--- config.mk ---
export PLATFORM = sky130hd
export DESIGN_NAME = wildcard_pattern_matcher_core
export DESIGN_NICKNAME = d
export VERILOG_FILES = /design/src/rtl/wpm_pkg.sv /design/src/rtl/wpm_store.sv /design/src/rtl/wpm_cmp.sv /design/src/rtl/wildcard_pattern_matcher_core.sv
export SDC_FILE = /design/constraint.sdc
export NUM_CORES = 1
export LEC_CHECK = 0
export BUFFER_PORTS_ARGS = -buffer_cell sky130_fd_sc_hd__buf_2
export CAP_MARGIN = 25
export CORE_ASPECT_RATIO = 1.4
export CORE_MARGIN = 2
export CORE_UTILIZATION = 56
export CTS_CLUSTER_DIAMETER = 60
export CTS_CLUSTER_SIZE = 20
export DETAILED_ROUTE_END_ITERATION = 16
export PLACE_DENSITY = 0.81
export SLEW_MARGIN = 10
export SYNTH_ARGS = -nofsm -noshare
export SYNTH_HDL_FRONTEND = slang
export SYNTH_SLANG_ARGS = --single-unit
--- constraint.sdc ---
create_clock -name clk_i -period 4.15 [get_ports clk_i]
set_input_delay 0.2075 -clock clk_i [delete_from_list [all_inputs] [get_ports clk_i]]
set_output_delay 0.2075 -clock clk_i [all_outputs]
set_load 0.1 [all_outputs]
--- src/rtl/wpm_pkg.sv ---
// Package with shared types, codes and helpers of the wildcard pattern matcher.
`timescale 1ns / 1ps

package wpm_pkg;

  // Default depth of the pattern store.
  localparam int unsigned PatternDepthDef = 64;

  // Fixed widths of the ports and of the match position.
  localparam int unsigned CmdW    = 2;
  localparam int unsigned ByteW   = 8;
  localparam int unsigned SlotW   = 6;
  localparam int unsigned LenW    = 7;
  localparam int unsigned PosW    = 7;
  localparam int unsigned CfgIdxW = 1;
  localparam int unsigned CfgDatW = 7;

  // Command codes of an input beat.
  localparam logic [CmdW-1:0] CMD_LOAD   = 2'd0;
  localparam logic [CmdW-1:0] CMD_STRING = 2'd1;
  localparam logic [CmdW-1:0] CMD_END    = 2'd2;

  // Configuration register indexes.
  localparam logic [CfgIdxW-1:0] CFG_PATTERN_LENGTH = 1'd0;
  localparam logic [CfgIdxW-1:0] CFG_CASE_FOLD      = 1'd1;

  // The wildcard byte.
  localparam logic [ByteW-1:0] STAR_BYTE = 8'h2A;

  // Result of the shared compare unit.
  typedef struct packed {
    logic is_star;
    logic equal;
  } cmp_res_t;

  // Lowers ASCII A-Z when folding is enabled.
  function automatic logic [ByteW-1:0] fold_byte(input logic [ByteW-1:0] b, input logic en);
    logic [ByteW-1:0] r;
    r = b;
    if (en && (b >= 8'h41) && (b <= 8'h5A)) begin
      r = b + 8'h20;
    end
    return r;
  endfunction

endpackage

--- src/rtl/wpm_store.sv ---
// Pattern store: one write port and one registered read port.
`timescale 1ns / 1ps

module wpm_store #(
  parameter int unsigned PATTERN_DEPTH = wpm_pkg::PatternDepthDef,
  parameter int unsigned ADDR_W = (PATTERN_DEPTH > 1) ? $clog2(PATTERN_DEPTH) : 1
) (
  input  logic                     clk_i,
  input  logic                     we_i,
  input  logic [ADDR_W-1:0]        waddr_i,
  input  logic [wpm_pkg::ByteW-1:0] wdata_i,
  input  logic                     re_i,
  input  logic [ADDR_W-1:0]        raddr_i,
  output logic [wpm_pkg::ByteW-1:0] rdata_o
);
  import wpm_pkg::*;

  logic [ByteW-1:0] mem_q [PATTERN_DEPTH];
  logic [ByteW-1:0] rdata_q;

  // Write side.
  always_ff @(posedge clk_i) begin
    if (we_i) begin
      mem_q[waddr_i] <= wdata_i;
    end
  end

  // Registered read side.
  always_ff @(posedge clk_i) begin
    if (re_i) begin
      rdata_q <= mem_q[raddr_i];
    end
  end

  assign rdata_o = rdata_q;

endmodule

--- src/rtl/wpm_cmp.sv ---
// Shared compare unit: folds both bytes and compares them, and spots the wildcard.
`timescale 1ns / 1ps

module wpm_cmp (
  input  logic [wpm_pkg::ByteW-1:0] pat_byte_i,
  input  logic [wpm_pkg::ByteW-1:0] str_byte_i,
  input  logic                      fold_en_i,
  output wpm_pkg::cmp_res_t         res_o
);
  import wpm_pkg::*;

  logic [ByteW-1:0] pat_f;
  logic [ByteW-1:0] str_f;

  // Fold both sides, then compare.
  always_comb begin
    pat_f         = fold_byte(pat_byte_i, fold_en_i);
    str_f         = fold_byte(str_byte_i, fold_en_i);
    res_o.is_star = (pat_f == STAR_BYTE);
    res_o.equal   = (pat_f == str_f);
  end

endmodule

--- src/rtl/wildcard_pattern_matcher_core.sv ---
// Top level of the wildcard pattern matcher: handshake, sequencer and match state.
`timescale 1ns / 1ps

// A load beat (cmd 0), an end-of-string beat (cmd 2) or an ignored beat is handled
// at acceptance, and the block stays idle. A string byte (cmd 1) walks the pattern
// position by position: ST_READ reads the store, then ST_EVAL evaluates the byte in
// the shared compare unit. A literal match or a skipped byte ends the walk; a star,
// a rewind to the last star or a byte that equals the one after a star sends it back
// to ST_READ. The single read port of the pattern store is why each position is read
// before it is evaluated. The block is not ready while a string byte is at work, nor
// while an earlier verdict waits and cannot be taken. The verdict of an end-of-string
// beat is registered and appears on matched_o in the cycle after its acceptance.
module wildcard_pattern_matcher_core #(
  parameter int unsigned PATTERN_DEPTH = wpm_pkg::PatternDepthDef
) (
  input  logic                        clk_i,
  input  logic                        rst_ni,
  input  logic                        cfg_we_i,
  input  logic [wpm_pkg::CfgIdxW-1:0] cfg_index_i,
  input  logic [wpm_pkg::CfgDatW-1:0] cfg_wdata_i,
  input  logic                        in_valid_i,
  output logic                        in_ready_o,
  input  logic [wpm_pkg::CmdW-1:0]    cmd_i,
  input  logic [wpm_pkg::ByteW-1:0]   byte_value_i,
  input  logic [wpm_pkg::SlotW-1:0]   pattern_slot_i,
  output logic                        out_valid_o,
  input  logic                        out_ready_i,
  output logic                        matched_o
);
  import wpm_pkg::*;

  localparam int unsigned AddrW = (PATTERN_DEPTH > 1) ? $clog2(PATTERN_DEPTH) : 1;

  typedef enum logic [2:0] {
    ST_IDLE = 3'b001,
    ST_READ = 3'b010,
    ST_EVAL = 3'b100
  } state_e;

  state_e state_q, state_d;

  logic [LenW-1:0]  pattern_length_q;
  logic             case_fold_q;
  logic [PosW-1:0]  pos_q, pos_d;
  logic [PosW-1:0]  star_pos_q, star_pos_d;
  logic             star_valid_q, star_valid_d;
  logic             skipping_q, skipping_d;
  logic             failed_q, failed_d;
  logic             absorbed_q, absorbed_d;
  logic [ByteW-1:0] str_q, str_d;
  logic             out_valid_q;
  logic             matched_q;

  logic [LenW-1:0]  eff_len;
  logic             pos_done;
  logic             next_done;
  logic             in_fire;
  logic             load_we;
  logic             rd_en;
  logic [ByteW-1:0] rd_data;
  cmp_res_t         cmp_res;

  // Effective pattern length: clamp to the store depth.
  assign eff_len   = (int'(pattern_length_q) > int'(PATTERN_DEPTH)) ?
                     LenW'(PATTERN_DEPTH) : pattern_length_q;
  assign pos_done  = (pos_q >= eff_len);
  assign next_done = (({1'b0, pos_q} + 8'd1) >= {1'b0, eff_len});

  // Handshake: take a beat when idle and the verdict slot can accept one.
  assign in_ready_o = (state_q == ST_IDLE) && (!out_valid_q || out_ready_i);
  assign in_fire    = in_valid_i && in_ready_o;
  assign load_we    = in_fire && (cmd_i == CMD_LOAD) &&
                      (int'(pattern_slot_i) < int'(PATTERN_DEPTH));
  assign rd_en      = (state_q == ST_READ) && !pos_done;

  // Pattern store.
  wpm_store #(
    .PATTERN_DEPTH(PATTERN_DEPTH),
    .ADDR_W       (AddrW)
  ) u_store (
    .clk_i  (clk_i),
    .we_i   (load_we),
    .waddr_i(AddrW'(pattern_slot_i)),
    .wdata_i(byte_value_i),
    .re_i   (rd_en),
    .raddr_i(AddrW'(pos_q)),
    .rdata_o(rd_data)
  );

  // Shared compare unit.
  wpm_cmp u_cmp (
    .pat_byte_i(rd_data),
    .str_byte_i(str_q),
    .fold_en_i (case_fold_q),
    .res_o     (cmp_res)
  );

  // Sequencer and match state update.
  always_comb begin
    state_d      = state_q;
    pos_d        = pos_q;
    star_pos_d   = star_pos_q;
    star_valid_d = star_valid_q;
    skipping_d   = skipping_q;
    failed_d     = failed_q;
    absorbed_d   = absorbed_q;
    str_d        = str_q;
    case (state_q)
      ST_IDLE: begin
        if (in_fire) begin
          if (cmd_i == CMD_STRING) begin
            if (!failed_q && !absorbed_q) begin
              str_d   = byte_value_i;
              state_d = ST_READ;
            end
          end else if (cmd_i == CMD_END) begin
            pos_d        = '0;
            star_pos_d   = '0;
            star_valid_d = 1'b0;
            skipping_d   = 1'b0;
            failed_d     = 1'b0;
            absorbed_d   = 1'b0;
          end
        end
      end
      ST_READ: begin
        if (pos_done) begin
          failed_d = 1'b1;
          state_d  = ST_IDLE;
        end else begin
          state_d = ST_EVAL;
        end
      end
      ST_EVAL: begin
        if (skipping_q) begin
          // Skip the byte unless it equals the byte after the star.
          if (!cmp_res.equal) begin
            state_d = ST_IDLE;
          end else begin
            skipping_d = 1'b0;
            state_d    = ST_READ;
          end
        end else if (cmp_res.is_star) begin
          // Remember the star and step past it.
          star_pos_d   = pos_q;
          star_valid_d = 1'b1;
          pos_d        = pos_q + 7'd1;
          if (next_done) begin
            absorbed_d = 1'b1;
            state_d    = ST_IDLE;
          end else begin
            skipping_d = 1'b1;
            state_d    = ST_READ;
          end
        end else if (!cmp_res.equal) begin
          // Rewind to the last star, or fail.
          if (star_valid_q) begin
            pos_d        = star_pos_q;
            star_valid_d = 1'b0;
            state_d      = ST_READ;
          end else begin
            failed_d = 1'b1;
            state_d  = ST_IDLE;
          end
        end else begin
          pos_d   = pos_q + 7'd1;
          state_d = ST_IDLE;
        end
      end
      default: begin
        state_d = ST_IDLE;
      end
    endcase
  end

  // Control registers.
  always_ff @(posedge clk_i or negedge rst_ni) begin
    if (!rst_ni) begin
      state_q      <= ST_IDLE;
      pos_q        <= '0;
      star_pos_q   <= '0;
      star_valid_q <= 1'b0;
      skipping_q   <= 1'b0;
      failed_q     <= 1'b0;
      absorbed_q   <= 1'b0;
    end else begin
      state_q      <= state_d;
      pos_q        <= pos_d;
      star_pos_q   <= star_pos_d;
      star_valid_q <= star_valid_d;
      skipping_q   <= skipping_d;
      failed_q     <= failed_d;
      absorbed_q   <= absorbed_d;
    end
  end

  // The string byte under work needs no reset.
  always_ff @(posedge clk_i) begin
    str_q <= str_d;
  end

  // Configuration registers.
  always_ff @(posedge clk_i or negedge rst_ni) begin
    if (!rst_ni) begin
      pattern_length_q <= '0;
      case_fold_q      <= 1'b0;
    end else if (cfg_we_i) begin
      case (cfg_index_i)
        CFG_PATTERN_LENGTH: pattern_length_q <= cfg_wdata_i[LenW-1:0];
        CFG_CASE_FOLD:      case_fold_q      <= cfg_wdata_i[0];
        default: begin
        end
      endcase
    end
  end

  // Verdict output register.
  always_ff @(posedge clk_i or negedge rst_ni) begin
    if (!rst_ni) begin
      out_valid_q <= 1'b0;
    end else if (in_fire && (cmd_i == CMD_END)) begin
      out_valid_q <= 1'b1;
    end else if (out_ready_i) begin
      out_valid_q <= 1'b0;
    end
  end

  always_ff @(posedge clk_i) begin
    if (in_fire && (cmd_i == CMD_END)) begin
      matched_q <= !failed_q && (absorbed_q || pos_done);
    end
  end

  assign out_valid_o = out_valid_q;
  assign matched_o   = matched_q;

  // A fresh verdict only follows an accepted end-of-string beat.
  assert property (@(posedge clk_i) disable iff (!rst_ni)
    $rose(out_valid_q) |-> $past(in_fire && (cmd_i == CMD_END)))
    else $error("verdict raised without an end-of-string beat");

  // A match cannot both fail and absorb the rest of the string.
  assert property (@(posedge clk_i) disable iff (!rst_ni)
    !(failed_q && absorbed_q))
    else $error("failed and absorbed set together");

  // A remembered star always lies behind the current pattern position.
  assert property (@(posedge clk_i) disable iff (!rst_ni)
    star_valid_q |-> (star_pos_q < pos_q))
    else $error("remembered star not behind pattern position");

  // A string byte that starts work always leaves the idle state next cycle.
  assert property (@(posedge clk_i) disable iff (!rst_ni)
    (in_fire && (cmd_i == CMD_STRING) && !failed_q && !absorbed_q)
      |=> (state_q == ST_READ))
    else $error("string byte did not start a pattern step");

endmodule

---- Yosys cells after proc, flatten, opt, wreduce, memory -nomap -nowiden ----
Memory sizes are Yosys's and may differ from the RTL's. A register that Yosys moved wholly into a read port is not among the register bits.
Index checks and enable logic that the tools add are counted.
storage, ports and cells
  bits in registers ....................... 39
  memory bits (writable) .................. 512
  input bits .............................. 29
  output and inout port bits .............. 3
  logic and storage cells ................. 128
  memories ................................ 1
cells by class
  add/subtract/negate cells ............... 4
  order comparisons ....................... 7
  eq/ne operators ......................... 21
  muxes and demuxes ....................... 51
  bitwise gates (word level) .............. 1
  reductions and logical operators ........ 31
memory list
  memory         words  width  read ports  clocked after Yosys merged registers in  write ports  line             text
  u_store.mem_q  64     8      1           1                                        1            wpm_store.sv:18  logic [ByteW-1:0] mem_q [PATTERN_DEPTH];
operators by type and width
  kind                                                                              number
  7-bit two-way mux                                                                 10
  7-bit one-hot mux with 2 select lines                                             2
  1-bit two-way mux                                                                 22
  3-bit two-way mux                                                                 7
  2-bit != test, second input constant                                              9
  6-bit AND reduction                                                               3
  8-bit by 6-bit adder with 8-bit output, second input constant                     2
  8-bit by 7-bit >= comparator with 1-bit output, second input constant             2
  8-bit by 7-bit less-or-equal comparator with 1-bit output, second input constant  2
  8-bit two-way mux                                                                 2
  1-bit logical AND                                                                 11
  3-bit one-hot mux with 3 select lines                                             1
  9-bit AND reduction                                                               1
  7-bit by 1-bit adder with 8-bit output, second input constant                     1
  8-bit by 6-bit == test with 1-bit output, second input constant                   1
  8-bit == test                                                                     1
  8-bit by 7-bit >= comparator with 1-bit output                                    1
  4-bit AND reduction                                                               2
  7-bit by 1-bit adder with 7-bit output, second input constant                     1
  7-bit >= comparator                                                               1
  7-bit greater-than comparator, second input constant                              1
  7-bit AND reduction                                                               1
  2-bit two-way mux                                                                 3
  2-bit by 1-bit != test with 1-bit output, second input constant                   3
  17 further kinds                                                                  25

---- Depth between registers and ports, before layout ----
  depth in word-level cells ............... 9
  gate-level depth with buffers ........... 13
  gate-level depth less buffers ........... 12

---- Cells and area by module ----
Synthesis repeated with hierarchy kept, for this count alone.
unflattened totals
  cell total of the unflattened synthesis .. 1195
  area total of the unflattened synthesis .. 22683.0 sq um
by module, submodules not included
  module                         times used  cells an instance  area each (sq um)  seq. area each (sq um)
  wpm_store                      1           940                20246.9            15615.0
  wildcard_pattern_matcher_core  1           212                2132.0             1022.2
  wpm_cmp                        1           43                 304.0              0.0

---- Least setup slack after synthesis ----
No wires, ideal clock.
  path kind ............................... register to register
  from .................................... register out_valid_q (netlist: out_valid_o)
  to ...................................... memory u_store.mem_q[62][0], enable pin
  setup time .............................. 370 ps
  arrival time ............................ 3837 ps
  data required time ...................... 3780 ps
  slack ................................... -57 ps
  stages on the path, launching flop included .. 6
  path buffers ............................ 0
  period minus slack after synthesis ...... 4207 ps
  cell sequence ........................... dfrtp_1 > a21oi_1 > nand2_1 > nor4_1 > nand3_1 > nor2_1
on the way
  word-level cells in the longest chain between the ends .. 7
RTL lines
  what                                     line                                  text
  start: declaration                       wildcard_pattern_matcher_core.sv:51   logic out_valid_q;
  start signal: assignment                 wildcard_pattern_matcher_core.sv:220  out_valid_q <= 1'b0;
  start signal: assignment                 wildcard_pattern_matcher_core.sv:222  out_valid_q <= 1'b1;
  start signal: assignment                 wildcard_pattern_matcher_core.sv:224  out_valid_q <= 1'b0;
  1-bit zero test                          wildcard_pattern_matcher_core.sv:70   assign in_ready_o = (state_q == ST_IDLE) && (!out_valid_q || out_ready_i);
  1-bit logical OR                         wildcard_pattern_matcher_core.sv:70
  1-bit logical AND                        wildcard_pattern_matcher_core.sv:70
  net in_ready_o                           wildcard_pattern_matcher_core.sv:22   output logic in_ready_o,
  1-bit logical AND                        wildcard_pattern_matcher_core.sv:71   assign in_fire = in_valid_i && in_ready_o;
  1-bit logical AND                        wildcard_pattern_matcher_core.sv:72   assign load_we = in_fire && (cmd_i == CMD_LOAD) &&
  1-bit two-way mux                        wpm_store.sv:23                       if (we_i) begin
  1-bit two-way mux (not written as such)  wpm_store.sv:24                       mem_q[waddr_i] <= wdata_i;
  end: declaration                         wpm_store.sv:18
The timed path passes the listed nets, and every way through them passes these cells.

---- Worst setup path in the final report ----
  from .................................... register state_q[1]
  to ...................................... memory u_store.mem_q[42][4], enable pin
on the way
  word-level cells in the longest chain between the ends .. 6
RTL lines
  what                                      line                                  text
  start: declaration                        wildcard_pattern_matcher_core.sv:40   state_e state_q, state_d;
  start signal: assignment                  wildcard_pattern_matcher_core.sv:187  state_q <= state_d;
  3-bit by 1-bit == test with 1-bit output  wildcard_pattern_matcher_core.sv:70
  1-bit logical AND                         wildcard_pattern_matcher_core.sv:70
  1-bit logical AND                         wildcard_pattern_matcher_core.sv:71
  1-bit logical AND                         wildcard_pattern_matcher_core.sv:72
  1-bit two-way mux                         wpm_store.sv:23
  1-bit two-way mux (not written as such)   wpm_store.sv:24
Every way passes these cells.

==> results.md <==
- Clk pwr share: 0.338
- Vias in the first global route: 11320
- Sequential fraction of the synthesis area: 0.7458
- CTS resizes: 0
- Layout cells sized above 1: 0.2744
- Fill count: 2581
- Syn Nets: 1089
- Layout net count: 1167
- Drt total wl: 50240 µm
- Pint: 8.075 mW
- Die Ht: 240.2 µm
- Detailed-placement wirelength estimate: 30530 µm
- Cell Area, Placed: 23330 µm²
- CTS Root Cell: clkbuf_16
- Worst EP arrival: 3.66 ns
- Routed Antenna Nets: 0
- Footprint of the multi-input gates: 5424 µm²
- DRC: 0
- Bufs and invs on worst path: 0
- Post-route clock skew: 0.01353 ns
- CTS sink cnt: 559
- CTS H-tree depth: 2
- Max Cap Violations: 0
- Seq pwr share: 0.614
- Synth Instances: 1043
- Critical path fanouts, max: 8
- Worst setup EP type: flip-flop
- N_diodes: 0
- Pwr per Cell Area: 411.5 nW/µm²
- Top post-synthesis cells by area: edfxtp_1, mux4_2, dfrtp_1, nor2_1, ha_1
- Post-synth top area share: 0.7121
- GR peak layer: met2
- Core footprint: 39380 µm²
- DRT iter0 DRCs: 1173
- Number of synthesized flops with an enable pin: 529
- Sequential cell area: 16650 µm²
- Top Family by Delay on Critical Path: simple AND/OR/NAND/NOR gates
- Vias: 10920
- Number of synthesized register bits: 559
- Synthesized area: 22310 µm²
- Overall power: 10.12 mW
- Hold path depth: 4
- Synth cell count leaders: edfxtp_1, mux4_2, nor2_1
- Fmax: 0.2868 GHz
- Status: finished, final reports clean
- First-pass GRT wire length: 74820 µm
- WP data required: 4.32 ns
- Worst vdd ir: 0.2416 mV
- Slowest-stage cell, CP: nor2_1
- Final Non-Filler Cells: 1665
- Stages on the worst setup path: 7
- Final worst-path cycle share: 0.8402
- Comb power frac: 0.047
- Initial core utilization: 0.5664
- GRT Overall Usage: 0.2500
- Via/cell ratio: 6.561
- Fin crit period: 3.487 ns
- WS Path Type: reg2reg
- Synth warn: 0
- Area of the die: 41470 µm²
- Clk buf depth: 3
- Unrepaired setup endpoints after global routing: false
- Hold Slack: 0.04300 ns
- Async set-reset flop share out of synthesis: 0.05367
- Min setup slack post-route: 0.6630 ns
- RePlAce Congestion: 0.8228
- CTS tree: built
- Total CTS buffers: 34
- Layout Utilization: 0.6246
- Fin. Hold Viols: 0
- Pre-CTS setup slack: 0.8035 ns
- Avg Cell Area, Syn: 21.39 µm²
- Slew Limit Fails: 0
- Ports: 32
- Buffers on Ports: 31
- Synthesis-to-layout area growth: 10.28%
- Worst skew pair latency: 0.55 ns
- Critical path's most frequent cell: nand2_1
- Lkg Pwr: 7.691 nW
- Most area-hungry cell type in the Yosys netlist: edfxtp_1
- GR Util met3: 0.03447
- R2r worst-path depth: 7
- Drt wl/cell: 30.17 µm
- Crit path largest cell delay: 0.90 ns
- Grt met2 use: 0.4459
- Largest net degree at the start of global routing: 66
- Clock transition at path regs: 0.08 ns
- Number of distinct library cells after synthesis: 53
- First-pass DRT Iterations: 5
- Max_slew headroom: 0.3048
- Initial antenna violation count: 1
- Sw Ratio: 0.2022
- Final setup violating endpoints: 0
- Grt ovf: 0
- Psw: 2.047 mW
- Die Span X: 172.7 µm
- Top FF cell, synth: edfxtp_1
- Setup tns final: 0 ns
- Cell Rows: 86
- Design Area, Final: 24600 µm²
- Slew @ Worst Pin: 1.039 ns
- Routing usage on met1: 0.3030
- Worst setup SP type: flip-flop
- Placed instance count: 1595
- HP Class: in2reg
- Crit-path cells: nor2_1 -> nand2_1 -> a21oi_2 -> nand2_1 -> nor4_1 -> nand2_1 -> nor2_1
- Most frequent cell after synthesis: edfxtp_1
[flip-flops by register name, summed over array words and instances (netlist names), 3 cells and up]
register and count:
star_pos_q 7, u_store.rdata_o 8, pos_q 7, state_q 3
str_q 8, u_store.mem_q 512, pattern_length_q 7
[path summary, 6_finish.rpt]
path                                            from                        endpoint  slack (ns)
max in group asynchronous                     rst_ni            pos_q[1]$_DFFE_PN0P_        3.37
min reg2reg                star_pos_q[4]$_DFFE_PN0P_       star_pos_q[4]$_DFFE_PN0P_        0.50
max                           state_q[1]$_DFFE_PN0P_  u_store.mem_q[42][4]$_DFFE_PP_        0.66
min in group asynchronous                     rst_ni          skipping_q$_DFFE_PN0P_        0.26
max reg2reg                   state_q[1]$_DFFE_PN0P_  u_store.mem_q[42][4]$_DFFE_PP_        0.66
min                                         cmd_i[1]          skipping_q$_DFFE_PN0P_        0.04
[worst register-to-register path, cell delays in order, from the launching register on]
cell     delay, ns
dfrtp_1       0.41
nor2_1        0.16
nand2_1       0.19
a21oi_2       0.17
nand2_1       0.13
nor4_1        0.60
nand2_1       0.56
nor2_1        0.91
[cells by family (layout without fill, tap and decap cells)]
family                   Yosys count  count (layout)  share of synthesized area
AND/OR/NAND/NOR                  147             147                    0.03023
AO/OA/AOI/OAI                     60              60                    0.02098
multiplexers                     183             183                     0.1771
XOR/XNOR                          13              13                   0.005104
flip-flops                       559             559                     0.7458
buffers and inverters             64             158                    0.01116
adder cells (fa/ha/maj)           17              17                   0.009535
[metal layers]
layer | routed length (µm) | up-vias | share of wire
li1 | - | 4471 | -
met4 | 2496 | 0 | 0.050
met2 | 26980 | 603 | 0.54
met3 | 3473 | 114 | 0.069
met1 | 17280 | 5736 | 0.34
met5 | 0 | - | 0
[placed cells by master (no fill, tap or decap), drive strengths merged, types with 3 or more instances in the layout]
cell and n:
dfrtp 29, a22o 7, and3 4, nand2 24
mux2i 7, mux2 8, nand3 9, o2bb2ai 7
mux4 168, o21a 3, xor2 8, ha 17
inv 16, or3 3, a21o 10, and2 6
nand3b 3, clkbuf 48, xnor2 5, nor2 79
edfxtp 529, nor2b 4, nor3 5, a21oi 9
o21ai 7, dlygate4sd3 12, buf 79
[what timing repair did]
item                      CTS  global route
hold buffers               12             0
buffers inserted            0             0
hold endpoints to repair   39             0
[power by group through the flow]
stage | Clock (mW) | Combinational, mW | Sequential, mW
2_1_floorplan | 0 | 0.256 | 6.34
3_3_place_gp | 0 | 0.434 | 6.35
3_5_place_dp | 0 | 0.453 | 6.35
4_1_cts | 3.47 | 0.466 | 6.22
5_1_grt | 3.63 | 0.512 | 6.22
6_report | 3.43 | 0.478 | 6.22
[layout make-up]
type / instances / share of cell area
clock inverters: 4 / 0.002085
flip-flops and latches: 559 / 0.6767
well taps: 528 / 0.02686
multi-input cells: 420 / 0.2205
repair buffers: 91 / 0.03225
clock buffers: 48 / 0.03932
inverters: 15 / 0.002289
No activity file was read; power rests on OpenSTA's default activity.
